--- config.mk ---
export PLATFORM = sky130hd
export DESIGN_NAME = proximity_pulse_calibration
export DESIGN_NICKNAME = d
export VERILOG_FILES = /design/src/sv/ppc_pkg.sv /design/src/sv/proximity_pulse_calibration.sv
export SDC_FILE = /design/constraint.sdc
export NUM_CORES = 2
export LEC_CHECK = 0
export BUFFER_PORTS_ARGS = -buffer_cell sky130_fd_sc_hd__buf_2
export CORE_MARGIN = 3
export CORE_UTILIZATION = 45
export CTS_BUF_LIST = sky130_fd_sc_hd__clkbuf_4 sky130_fd_sc_hd__clkbuf_8 sky130_fd_sc_hd__clkbuf_16
export CTS_CLUSTER_DIAMETER = 60
export CTS_CLUSTER_SIZE = 25
export DETAILED_ROUTE_END_ITERATION = 10
export PLACE_DENSITY_LB_ADDON = 0.2
export SLEW_MARGIN = 25
export SYNTH_ARGS = -nofsm -noshare
export SYNTH_HDL_FRONTEND = slang
export SYNTH_SLANG_ARGS = --single-unit
--- constraint.sdc ---
create_clock -name aclk -period 12.8 [get_ports aclk]
set_input_delay 3.2 -clock aclk [delete_from_list [all_inputs] [get_ports aclk]]
set_output_delay 3.2 -clock aclk [all_outputs]
set_load 0.03 [all_outputs]
--- src/sv/ppc_pkg.sv ---
// Shared constants and codes for the proximity pulse calibration block.
`timescale 1ns / 1ps

package ppc_pkg;

    // Store geometry
    localparam int STORE_DEPTH = 64;
    localparam int ADDR_W      = $clog2(STORE_DEPTH);
    localparam int CNT_W       = $clog2(STORE_DEPTH + 1);

    // Field widths
    localparam int LEVEL_W = 15;
    localparam int SAMPLE_W = 16;
    localparam int PULSE_W = 8;
    localparam int STEP_W  = 9;

    // Divide by three: x * ceil(2^17 / 3) >> 17 is exact for 16-bit x
    localparam int DIV3_SHIFT = 17;
    localparam logic [DIV3_SHIFT-1:0] DIV3_RECIP = DIV3_SHIFT'(43691);
    localparam int PROD_W = SAMPLE_W + DIV3_SHIFT;

    // Action codes
    localparam logic [1:0] ACT_BEGIN_AHEAD   = 2'd0;
    localparam logic [1:0] ACT_BEGIN_DISPLAY = 2'd1;
    localparam logic [1:0] ACT_READING       = 2'd2;
    localparam logic [1:0] ACT_MISSED        = 2'd3;

    // Configuration register indexes
    localparam int CFG_IDX_W = 1;
    localparam logic [CFG_IDX_W-1:0] REG_FULL_SCALE = 1'd0;
    localparam logic [CFG_IDX_W-1:0] REG_MAX_PULSE  = 1'd1;
    localparam int CFG_DATA_W = 16;

    // Register reset values
    localparam logic [SAMPLE_W-1:0] FULL_SCALE_RESET = 16'd1023;
    localparam logic [PULSE_W-1:0]  MAX_PULSE_RESET  = 8'hFF;

endpackage

--- src/sv/proximity_pulse_calibration.sv ---
// Top level: proximity LED pulse-count sweep, averaging and best-count search.
`timescale 1ns / 1ps

// One beat in gives exactly one beat out. Begin beats, readings that arrive
// outside a sweep and the first two readings of each slot group go from
// acceptance through the output state to the result register; the reading
// that completes a group of three goes through the multiply, average and
// output states (the sum goes through one reciprocal multiplier for the
// divide by three, then the average is stored and the end tests run). When a
// sweep ends and both sides hold data, the best-count search walks the common
// store entries through one read port per store and one shared subtract and
// compare unit, one entry at a time over the n common entries (n at most
// 64). The input is not ready while a beat is in work; the result register
// holds a finished beat until it is taken, and the next beat may be accepted
// meanwhile. A finished beat that finds the result register still occupied
// waits inside the block, with the input not ready, until the register is
// taken. Configuration writes are taken at any time and should only be
// issued while the block is idle.
module proximity_pulse_calibration (
    input  logic                             aclk,
    input  logic                             aresetn,
    // configuration
    input  logic                             cfg_wr_en,
    input  logic [ppc_pkg::CFG_IDX_W-1:0]    cfg_index,
    input  logic [ppc_pkg::CFG_DATA_W-1:0]   cfg_wdata,
    // input beats
    input  logic                             s_valid,
    output logic                             s_ready,
    input  logic [1:0]                       s_action,
    input  logic [ppc_pkg::SAMPLE_W-1:0]     s_reading,
    // result beats
    output logic                             m_valid,
    input  logic                             m_ready,
    output logic [ppc_pkg::PULSE_W-1:0]      m_pulse_count,
    output logic                             m_ignored,
    output logic                             m_average_valid,
    output logic [ppc_pkg::LEVEL_W-1:0]      m_average_level,
    output logic                             m_sweep_done,
    output logic                             m_done_side,
    output logic                             m_calibrated,
    output logic [ppc_pkg::PULSE_W-1:0]      m_best_pulse_count,
    output logic [ppc_pkg::LEVEL_W-1:0]      m_ahead_level_out,
    output logic [ppc_pkg::LEVEL_W-1:0]      m_display_level_out
);

    typedef enum logic [2:0] {
        ST_IDLE,
        ST_MUL,
        ST_AVG,
        ST_SCAN_RD,
        ST_SCAN_CMP,
        ST_FIN,
        ST_OUT
    } state_t;

    state_t state_reg;

    // configuration
    logic [ppc_pkg::SAMPLE_W-1:0] full_scale_reg;
    logic [ppc_pkg::PULSE_W-1:0]  max_pulse_reg;

    // sweep state
    logic                         active_reg;
    logic                         is_ahead_reg;
    logic [1:0]                   slot_reg;
    logic [ppc_pkg::SAMPLE_W-1:0] sum_reg;
    logic [ppc_pkg::CNT_W-1:0]    fill_reg;
    logic [ppc_pkg::STEP_W-1:0]   pcnt_reg;
    logic [ppc_pkg::CNT_W-1:0]    ahead_cnt_reg;
    logic [ppc_pkg::CNT_W-1:0]    display_cnt_reg;
    logic [ppc_pkg::PROD_W-1:0]   prod_reg;

    // chosen result
    logic                         calib_reg;
    logic [ppc_pkg::PULSE_W-1:0]  chosen_cnt_reg;
    logic [ppc_pkg::LEVEL_W-1:0]  chosen_ahead_reg;
    logic [ppc_pkg::LEVEL_W-1:0]  chosen_display_reg;

    // search state
    logic [ppc_pkg::CNT_W-1:0]    scan_i_reg;
    logic [ppc_pkg::CNT_W-1:0]    scan_n_reg;
    logic [ppc_pkg::CNT_W-1:0]    pick_reg;
    logic [ppc_pkg::LEVEL_W-1:0]  best_reg;
    logic [ppc_pkg::LEVEL_W-1:0]  ahead_q_reg;
    logic [ppc_pkg::LEVEL_W-1:0]  display_q_reg;

    // pending result fields
    logic [ppc_pkg::PULSE_W-1:0]  res_pc_reg;
    logic                         res_ignored_reg;
    logic                         res_avg_valid_reg;
    logic [ppc_pkg::LEVEL_W-1:0]  res_avg_reg;
    logic                         res_done_reg;
    logic                         res_side_reg;

    // result register
    logic                         m_valid_reg;
    logic [ppc_pkg::PULSE_W-1:0]  m_pc_reg;
    logic                         m_ignored_reg;
    logic                         m_avg_valid_reg;
    logic [ppc_pkg::LEVEL_W-1:0]  m_avg_reg;
    logic                         m_done_reg;
    logic                         m_side_reg;
    logic                         m_calib_reg;
    logic [ppc_pkg::PULSE_W-1:0]  m_best_reg;
    logic [ppc_pkg::LEVEL_W-1:0]  m_ahead_reg;
    logic [ppc_pkg::LEVEL_W-1:0]  m_display_reg;

    // level stores
    logic [ppc_pkg::LEVEL_W-1:0]  ahead_mem   [ppc_pkg::STORE_DEPTH];
    logic [ppc_pkg::LEVEL_W-1:0]  display_mem [ppc_pkg::STORE_DEPTH];

    // combinational helpers
    logic                         accept;
    logic                         is_begin;
    logic [ppc_pkg::SAMPLE_W-1:0] sum_next;
    logic [ppc_pkg::LEVEL_W-1:0]  avg;
    logic [ppc_pkg::CNT_W-1:0]    fill_next;
    logic [ppc_pkg::STEP_W-1:0]   pcnt_next;
    logic [ppc_pkg::CNT_W-1:0]    ahead_cnt_next;
    logic [ppc_pkg::CNT_W-1:0]    display_cnt_next;
    logic                         sweep_end;
    logic [ppc_pkg::LEVEL_W-1:0]  diff;
    logic [ppc_pkg::ADDR_W-1:0]   wr_addr;
    logic [ppc_pkg::ADDR_W-1:0]   rd_addr;
    logic                         store_we;
    logic                         out_free;

    assign s_ready  = (state_reg == ST_IDLE);
    assign accept   = s_valid && s_ready;
    assign out_free = !m_valid_reg || m_ready;
    assign is_begin = (s_action == ppc_pkg::ACT_BEGIN_AHEAD)
                   || (s_action == ppc_pkg::ACT_BEGIN_DISPLAY);

    // slot accumulation, 16-bit wrap; a missed slot adds nothing
    assign sum_next = sum_reg + ((s_action == ppc_pkg::ACT_READING) ? s_reading
                                                                     : '0);

    // average and sweep end tests
    assign avg       = prod_reg[ppc_pkg::DIV3_SHIFT +: ppc_pkg::LEVEL_W];
    assign fill_next = fill_reg + 1'b1;
    assign pcnt_next = pcnt_reg + 1'b1;
    assign sweep_end = ({1'b0, avg} >= full_scale_reg)
                    || (pcnt_next > {1'b0, max_pulse_reg})
                    || (fill_next >= ppc_pkg::CNT_W'(ppc_pkg::STORE_DEPTH));
    assign ahead_cnt_next   = is_ahead_reg ? fill_next : ahead_cnt_reg;
    assign display_cnt_next = is_ahead_reg ? display_cnt_reg : fill_next;

    // shared absolute difference unit for the search
    assign diff = (ahead_q_reg > display_q_reg) ? (ahead_q_reg - display_q_reg)
                                                : (display_q_reg - ahead_q_reg);

    assign wr_addr  = fill_reg[ppc_pkg::ADDR_W-1:0];
    assign rd_addr  = scan_i_reg[ppc_pkg::ADDR_W-1:0];
    assign store_we = (state_reg == ST_AVG);

    // ahead store: one write port, one registered read port
    always_ff @(posedge aclk) begin
        if (store_we && is_ahead_reg) begin
            ahead_mem[wr_addr] <= avg;
        end
        if (state_reg == ST_SCAN_RD) begin
            ahead_q_reg <= ahead_mem[rd_addr];
        end
    end

    // display store
    always_ff @(posedge aclk) begin
        if (store_we && !is_ahead_reg) begin
            display_mem[wr_addr] <= avg;
        end
        if (state_reg == ST_SCAN_RD) begin
            display_q_reg <= display_mem[rd_addr];
        end
    end

    // sequencer, sweep state and result register
    always_ff @(posedge aclk) begin
        if (!aresetn) begin
            state_reg          <= ST_IDLE;
            full_scale_reg     <= ppc_pkg::FULL_SCALE_RESET;
            max_pulse_reg      <= ppc_pkg::MAX_PULSE_RESET;
            active_reg         <= 1'b0;
            is_ahead_reg       <= 1'b0;
            slot_reg           <= '0;
            sum_reg            <= '0;
            fill_reg           <= '0;
            pcnt_reg           <= ppc_pkg::STEP_W'(1);
            ahead_cnt_reg      <= '0;
            display_cnt_reg    <= '0;
            calib_reg          <= 1'b0;
            chosen_cnt_reg     <= '0;
            chosen_ahead_reg   <= '0;
            chosen_display_reg <= '0;
            m_valid_reg        <= 1'b0;
        end else begin
            // configuration writes
            if (cfg_wr_en) begin
                unique case (cfg_index)
                    ppc_pkg::REG_FULL_SCALE: full_scale_reg <= cfg_wdata;
                    ppc_pkg::REG_MAX_PULSE:
                        max_pulse_reg <= cfg_wdata[ppc_pkg::PULSE_W-1:0];
                endcase
            end

            // result taken downstream; a reload in ST_OUT takes its place
            if (m_valid_reg && m_ready && state_reg != ST_OUT) begin
                m_valid_reg <= 1'b0;
            end

            unique case (state_reg)
                ST_IDLE: begin
                    if (accept) begin
                        res_ignored_reg   <= !is_begin && !active_reg;
                        res_avg_valid_reg <= 1'b0;
                        res_avg_reg       <= '0;
                        res_done_reg      <= 1'b0;
                        res_side_reg      <= 1'b0;
                        state_reg         <= (!is_begin && active_reg && slot_reg == 2'd2)
                                             ? ST_MUL : ST_OUT;
                        if (is_begin) begin
                            active_reg   <= 1'b1;
                            is_ahead_reg <= (s_action == ppc_pkg::ACT_BEGIN_AHEAD);
                            slot_reg     <= '0;
                            sum_reg      <= '0;
                            fill_reg     <= '0;
                            pcnt_reg     <= ppc_pkg::STEP_W'(1);
                            res_pc_reg   <= ppc_pkg::PULSE_W'(1);
                        end else if (!active_reg) begin
                            res_pc_reg      <= calib_reg ? chosen_cnt_reg
                                                         : ppc_pkg::PULSE_W'(1);
                        end else begin
                            sum_reg <= sum_next;
                            if (slot_reg != 2'd2) begin
                                slot_reg   <= slot_reg + 1'b1;
                                res_pc_reg <= pcnt_reg[ppc_pkg::PULSE_W-1:0];
                            end
                        end
                    end
                end

                // divide by three through the reciprocal
                ST_MUL: begin
                    prod_reg  <= sum_reg * ppc_pkg::DIV3_RECIP;
                    state_reg <= ST_AVG;
                end

                // store the average, step the count, test for sweep end
                ST_AVG: begin
                    res_avg_valid_reg <= 1'b1;
                    res_avg_reg       <= avg;
                    slot_reg          <= '0;
                    sum_reg           <= '0;
                    fill_reg          <= fill_next;
                    pcnt_reg          <= pcnt_next;
                    if (sweep_end) begin
                        res_done_reg    <= 1'b1;
                        res_side_reg    <= is_ahead_reg;
                        active_reg      <= 1'b0;
                        ahead_cnt_reg   <= ahead_cnt_next;
                        display_cnt_reg <= display_cnt_next;
                        if (ahead_cnt_next != '0 && display_cnt_next != '0) begin
                            scan_n_reg <= (ahead_cnt_next < display_cnt_next)
                                          ? ahead_cnt_next : display_cnt_next;
                            scan_i_reg <= '0;
                            pick_reg   <= ppc_pkg::CNT_W'(1);
                            best_reg   <= '0;
                            state_reg  <= ST_SCAN_RD;
                        end else begin
                            res_pc_reg <= ppc_pkg::PULSE_W'(1);
                            state_reg  <= ST_OUT;
                        end
                    end else begin
                        res_pc_reg <= pcnt_next[ppc_pkg::PULSE_W-1:0];
                        state_reg  <= ST_OUT;
                    end
                end

                // read both stores at the scan index
                ST_SCAN_RD: begin
                    state_reg <= (scan_i_reg == scan_n_reg) ? ST_FIN : ST_SCAN_CMP;
                end

                // keep the first largest difference
                ST_SCAN_CMP: begin
                    if (diff > best_reg) begin
                        best_reg           <= diff;
                        chosen_ahead_reg   <= ahead_q_reg;
                        chosen_display_reg <= display_q_reg;
                        pick_reg           <= scan_i_reg + 1'b1;
                    end
                    scan_i_reg <= scan_i_reg + 1'b1;
                    state_reg  <= ST_SCAN_RD;
                end

                ST_FIN: begin
                    chosen_cnt_reg <= ppc_pkg::PULSE_W'(pick_reg);
                    calib_reg      <= 1'b1;
                    res_pc_reg     <= ppc_pkg::PULSE_W'(pick_reg);
                    state_reg      <= ST_OUT;
                end

                // load the result register once it is free
                ST_OUT: begin
                    if (out_free) begin
                        m_valid_reg     <= 1'b1;
                        m_pc_reg        <= res_pc_reg;
                        m_ignored_reg   <= res_ignored_reg;
                        m_avg_valid_reg <= res_avg_valid_reg;
                        m_avg_reg       <= res_avg_reg;
                        m_done_reg      <= res_done_reg;
                        m_side_reg      <= res_side_reg;
                        m_calib_reg     <= calib_reg;
                        m_best_reg      <= chosen_cnt_reg;
                        m_ahead_reg     <= chosen_ahead_reg;
                        m_display_reg   <= chosen_display_reg;
                        state_reg       <= ST_IDLE;
                    end
                end

                default: state_reg <= ST_IDLE;
            endcase
        end
    end

    assign m_valid             = m_valid_reg;
    assign m_pulse_count       = m_pc_reg;
    assign m_ignored           = m_ignored_reg;
    assign m_average_valid     = m_avg_valid_reg;
    assign m_average_level     = m_avg_reg;
    assign m_sweep_done        = m_done_reg;
    assign m_done_side         = m_side_reg;
    assign m_calibrated        = m_calib_reg;
    assign m_best_pulse_count  = m_best_reg;
    assign m_ahead_level_out   = m_ahead_reg;
    assign m_display_level_out = m_display_reg;

endmodule

After elaboration in Yosys (flattened, before gate mapping)
Memories as Yosys holds them, arrays and structs flattened. A register that Yosys moved wholly into a read port is not among the register bits.
Index checks and enable logic that the tools add are counted.
- bits of input ports: 40
- logic and storage cells: 184
- output and inout port bits: 68
- memories kept: 2
- bits in writable memories: 1920
- flip-flop bits (word level): 276
- mux-type cells: 65
- $add $sub $neg: 7
- $lt $le $gt $ge: 6
- bitwise logic cells: 1
- eq/ne operators: 22
- $mul: 1
- reductions and logical operators: 43
- memories (name ; words ; width ; rd ports ; clocked after Yosys merged registers in ; write ports ; RTL line ; text):
    ahead_mem ; 64 ; 15 ; 1 ; 1 ; 1 ; proximity_pulse_calibration.sv:109 ; logic [ppc_pkg::LEVEL_W-1:0] ahead_mem [ppc_pkg::STORE_DEPTH];
    display_mem ; 64 ; 15 ; 1 ; 1 ; 1 ; proximity_pulse_calibration.sv:110 ; logic [ppc_pkg::LEVEL_W-1:0] display_mem [ppc_pkg::STORE_DEPTH];
- operators with widths (operator ; number):
    two-way mux 7 bit ; 11
    two-way mux 15 bit ; 5
    two-way mux 16 bit ; 4
    one-hot mux 15 bit (2 select lines) ; 2
    two-way mux 8 bit ; 6
    one-hot mux 7 bit (2 select lines) ; 3
    multiplier 16 x 16 -> 32 bit (second input constant) ; 1
    one-hot mux 16 bit (2 select lines) ; 1
    greater-than comparator 15 bit ; 2
    subtractor 15 bit ; 2
    one-hot mux 8 bit (3 select lines) ; 1
    one-hot mux 3 bit (7 select lines) ; 1
    AND reduction 4 bit ; 5
    two-way mux 9 bit ; 2
    one-hot mux 9 bit (2 select lines) ; 1
    AND reduction 3 bit ; 6
    adder 16 bit ; 1
    >= comparator 15 x 16 -> 1 bit ; 1
    two-way mux 3 bit ; 5
    adder 7 x 1 -> 7 bit (second input constant) ; 2
    two-way mux 1 bit ; 14
    nonzero test 7 bit ; 2
    AND reduction 2 bit ; 6
    AND reduction 5 bit ; 2
    27 further kinds ; 59

Logic depth before layout (Yosys ltp)
- depth after elaboration: 8
- gate-level depth with buffers: 21
- depth with buffers taken out: 20

Worst setup path after synthesis
Ideal clock, no wire load.
- path type: input port to flip-flop
- start: input aresetn
- end: register m_ahead_reg (netlist bit m_ahead_level_out[0]) (enable)
- slack: 6.093 ns
- stages: 3
- arrival time: 6.219 ns
- buffers on the path: 1
- setup time: 0.488 ns
- required time: 12.312 ns
- cells stage by stage: clkbuf_1 > nand2_1 > nor2_1
- longest elaborated chain between the ends: 1
- ends and longest elaborated chain (what ; RTL line ; text):
    from (decl) ; proximity_pulse_calibration.sv:21 ; input logic aresetn,
    AND reduction 3 bit (no line) ; - ;
    to (signal assigned) ; proximity_pulse_calibration.sv:314 ; m_ahead_reg <= chosen_ahead_reg;
    to (decl) ; proximity_pulse_calibration.sv:105 ; logic [ppc_pkg::LEVEL_W-1:0] m_ahead_reg;
Every way passes these cells.
A chain may end at the register's enable or synchronous reset.

Final worst setup path
- start: register sum_reg[0] (netlist name)
- end: register prod_reg[29] (netlist name), data pin
- longest elaborated chain between the ends: 1
- ends and longest elaborated chain (what ; RTL line ; text):
    from (decl) ; proximity_pulse_calibration.sv:66 ; logic [ppc_pkg::SAMPLE_W-1:0] sum_reg;
    from (signal assigned) ; proximity_pulse_calibration.sv:232 ; sum_reg <= sum_next;
    multiplier 16 x 16 -> 32 bit ; proximity_pulse_calibration.sv:243 ; prod_reg <= sum_reg * ppc_pkg::DIV3_RECIP;
    to (signal assigned) ; proximity_pulse_calibration.sv:243 ;
    to (decl) ; proximity_pulse_calibration.sv:71 ; logic [ppc_pkg::PROD_W-1:0] prod_reg;
Every way passes these cells.

==> results.py <==
metrics = {
    "global_routing": {
        "grt_usage_pct": 20.16,
        "grt_overflow": 0,
        "grt_max_degree": 116,
        "grt_pass1_vias": 44610,
        "antenna_found_initial": 9,
        "grt_pass1_wl_mm": 311.8,
    },
    "job": {
        "max_cap_violations": 0,
    },
    "route": {
        "drc": 0,
        "drtIter0Drc": 4678,
        "drtAntennaViolNets": 0,
        "routedWlPerCell_um": 27.24,
        "first_pass_iters": 5,
        "avgViaCountPerCell": 5.774,
        "vias": 44360,
        "wirelength_mm": 209.3,
    },
    "logic_synthesis": {
        "synth_top_flop_cell": "edfxtp_1",
        "netlist_area_mm2": 0.09172,
        "synth-simple-area-share_pct": 2.996,
        "synth_edf_count": 2093,
        "avgSynthCellArea_um2": 19.55,
        "synth-seq-cells": 2209,
        "syn_inst": 4691,
        "synth.area.mux_share_pct": 16.08,
        "syn_nets": 5031,
        "synthAdderAreaFrac_pct": 4.747,
        "yosys.area.top_type_share_pct": 68.53,
        "synthXorXnorAreaFrac_pct": 0.6398,
        "yosysTopAreaCell": "edfxtp_1",
        "ys_async_sr_fraction_pct": 0,
        "synth_top_family_by_area": "multiplexers",
        "yosys-top-cells-area": "edfxtp_1 (69%), mux4_2 (15%), ha_1 (3.0%), dfxtp_1 (2.5%), fa_1 (1.7%)",
        "synthDistinctLibCells": 67,
        "synth_compound_area_share_pct": 2.404,
        "synth_commonest_cells": "edfxtp_1 (2093), mux4_2 (630), nor2_1 (262)",
        "yosysSeqAreaShare_pct": 71.06,
        "yosysMostFrequentCell": "edfxtp_1",
        "yosysWarnings": 0,
    },
    "clock_tree": {
        "clkLatencyLatePin_ns": 0.82,
        "cts_resized": 0,
        "root_buffer": "clkbuf_16",
        "htree_levels": 4,
        "cts_buffers": 139,
        "cts_tree": "built",
        "cts_buffer_depth": 3,
        "cts_hold_buffers": 0,
        "cts_setup_buffers": 0,
        "cts_sinks": 2209,
        "cts.reportedPaths.clkPinSlew_ns": 0.09,
    },
    "placed_design": {
        "io_buffer_count": 106,
        "postPlaceCellArea_mm2": 0.09617,
        "gp_congestion": 0.8361,
        "dp_hpwl_mm": 130.9,
    },
    "worst_setup_path": {
        "r2r.worst_path.cells": 18,
        "critPathLaunchType": "register",
        "crit_type": "register to register",
        "crit_arrival_ns": 6.23,
        "path_max_fanout": 8,
        "critPathLaunch": "sum_reg[0]",
        "end_kind": "register",
        "r2r_start": "sum_reg[0]",
        "r2r_slack_ns": 7.08,
        "required_ns": 13.32,
        "timing.rr.end": "prod_reg[29]",
    },
    "power": {
        "powerDensity_mw_per_mm2": 149.4,
        "leakagePower_uw": 0.03400,
        "ir_drop_mv": 0.09218,
    },
    "sta": {
        "maxSlewHeadroom_pct": 27.32,
        "finalSetupViolCount": 0,
        "period_needed_ns": 5.715,
        "tns_ns": 0,
        "maxSlewViolCount": 0,
        "fmax_mhz": 175.0,
        "fin_worst_skew_ns": 0.05802,
        "hold_viol": 0,
        "period_share_pct": 44.65,
        "worstMarginPinSlew_ns": 1.089,
        "rsz0062_at_grt": "no",
    },
    "layout": {
        "syn_to_final_growth_pct": 10.43,
        "largestRegisters": "ahead_mem (960), display_mem (960)",
        "fin_area_mm2": 0.1013,
        "fin_nets": 5233,
        "drive_above_1_share_pct": 24.34,
    },
    "worst_hold_path": {
        "hold_class": "register to register",
        "min_from": "res_done_reg",
        "holdPathStages": 0,
        "min_to": "m_sweep_done",
    },
    "status": {
        "status": "finished clean",
    },
    "floorplanning": {
        "die_y_um": 457.5,
        "die_x_um": 457.5,
        "coreArea_mm2": 0.2023,
        "start_util_pct": 45.33,
        "num_rows": 165,
        "die-area_mm2": 0.2093,
        "io_pins": 108,
    },
}
-- report_power, final --
part | switching [uW] | total, uW | internal, uW
Combinational | 1200 | 2100 | 904
Sequential | 59.7 | 8030 | 7970
Clock | 2630 | 5000 | 2370
Total | 3880 | 15100 | 11200
-- cell usage in the layout, fill, tap and decap left out, types with 8 or more instances in the layout --
master | Yosys | routed
clkbuf_16 | 0 | 143
nor2_1 | 262 | 233
buf_6 | 5 | 10
buf_2 | 58 | 106
clkinvlp_4 | 0 | 8
buf_4 | 6 | 162
and2_1 | 25 | 25
and3_1 | 30 | 30
o211ai_1 | 25 | 25
nor2b_1 | 15 | 14
clkinv_1 | 1 | 8
a21o_1 | 38 | 38
edfxtp_1 | 2093 | 2093
mux2i_1 | 54 | 54
a211oi_1 | 8 | 8
mux4_2 | 630 | 630
nand2_1 | 151 | 151
ha_1 | 220 | 220
dfxtp_1 | 116 | 116
inv_8 | 0 | 16
a22oi_1 | 17 | 17
xor2_1 | 35 | 35
inv_1 | 242 | 241
o21ai_0 | 64 | 64
inv_6 | 0 | 24
fa_1 | 80 | 80
a21oi_1 | 108 | 108
o21ai_1 | 9 | 9
clkbuf_4 | 0 | 10
nor2_2 | 0 | 22
nand4_1 | 12 | 12
clkinv_4 | 0 | 10
clkinv_8 | 0 | 13
xnor2_1 | 32 | 32
nor3_1 | 23 | 21
nand2b_1 | 25 | 25
nand3_1 | 38 | 38
o21a_1 | 8 | 8
-- layout make-up --
cell class	count	area, um2
clock buffer	154	3667
fill	16320	101000
inverter	243	913.4
multi-input combinational	2012	24820
tap	2672	3343
clock inverter	102	1311
antenna	3	7.507
timing repair buffer	288	2052
sequential	2209	65170
-- critical path, cell delays in order (launching register included) --
cell and delay, ns:
dfxtp_1 0.61, ha_1 0.41, ha_1 0.35, xor2_1 0.15, ha_1 0.33, fa_1 0.50, fa_1 0.50, inv_1 0.05
fa_1 0.47, inv_1 0.04, ha_1 0.19, nor2_1 0.14, nand2_1 0.07, a221oi_1 0.24, a21oi_1 0.20, o2111ai_1 0.32
o21ai_1 0.27, o31ai_1 0.43, a31oi_1 0.15
-- per-layer routing --
layer  vias to the layer above  track usage [%]  wire, um
li1                      19200                -         -
met1                     23700            30.28     93700
met2                      1279            31.58     99120
met3                       186            3.333     13420
met4                         0            3.846      3030
met5                         -                0         0
-- cells by family after synthesis --
family          Yosys count
buf+inv                 470
fa+ha+maj               300
other cells               1
simple gates            613
mux                     686
compound gates          345
xor+xnor                 67
flops                  2209
-- through the flow --
| stage | utilization [%] | power [uW] | std cells | worst slack (ns) | hold WS, ns |
|---|---|---|---|---|---|
| 6_report | 50.06 | 15130 | 7683 | 7.085 | 0.4105 |
| 4_1_cts | 50.00 | 15290 | 7677 | 7.072 | 0.4132 |
| 3_3_place_gp | 47.50 | 10310 | 7418 | 6.497 | 0.4050 |
| 2_1_floorplan | - | 9604 | 4691 | 6.093 | 0.4003 |
| 3_5_place_dp | 47.54 | 10320 | 7421 | 6.563 | 0.4045 |
| 5_1_grt | 50.06 | 15680 | 7681 | 6.818 | 0.4295 |
-- worst max path at each step --
stage | cells past startpoint | end | slack, ns
3_3_place_gp | 14 | sum_reg[14] | 6.50
2_1_floorplan | 3 | m_ahead_level_out[0] | 6.09
4_1_cts | 18 | prod_reg[28] | 7.07
3_5_place_dp | 14 | sum_reg[14] | 6.56
5_1_grt | 19 | prod_reg[29] | 6.82
6_report | 18 | prod_reg[29] | 7.08
Power figures use the tool's default switching activity.
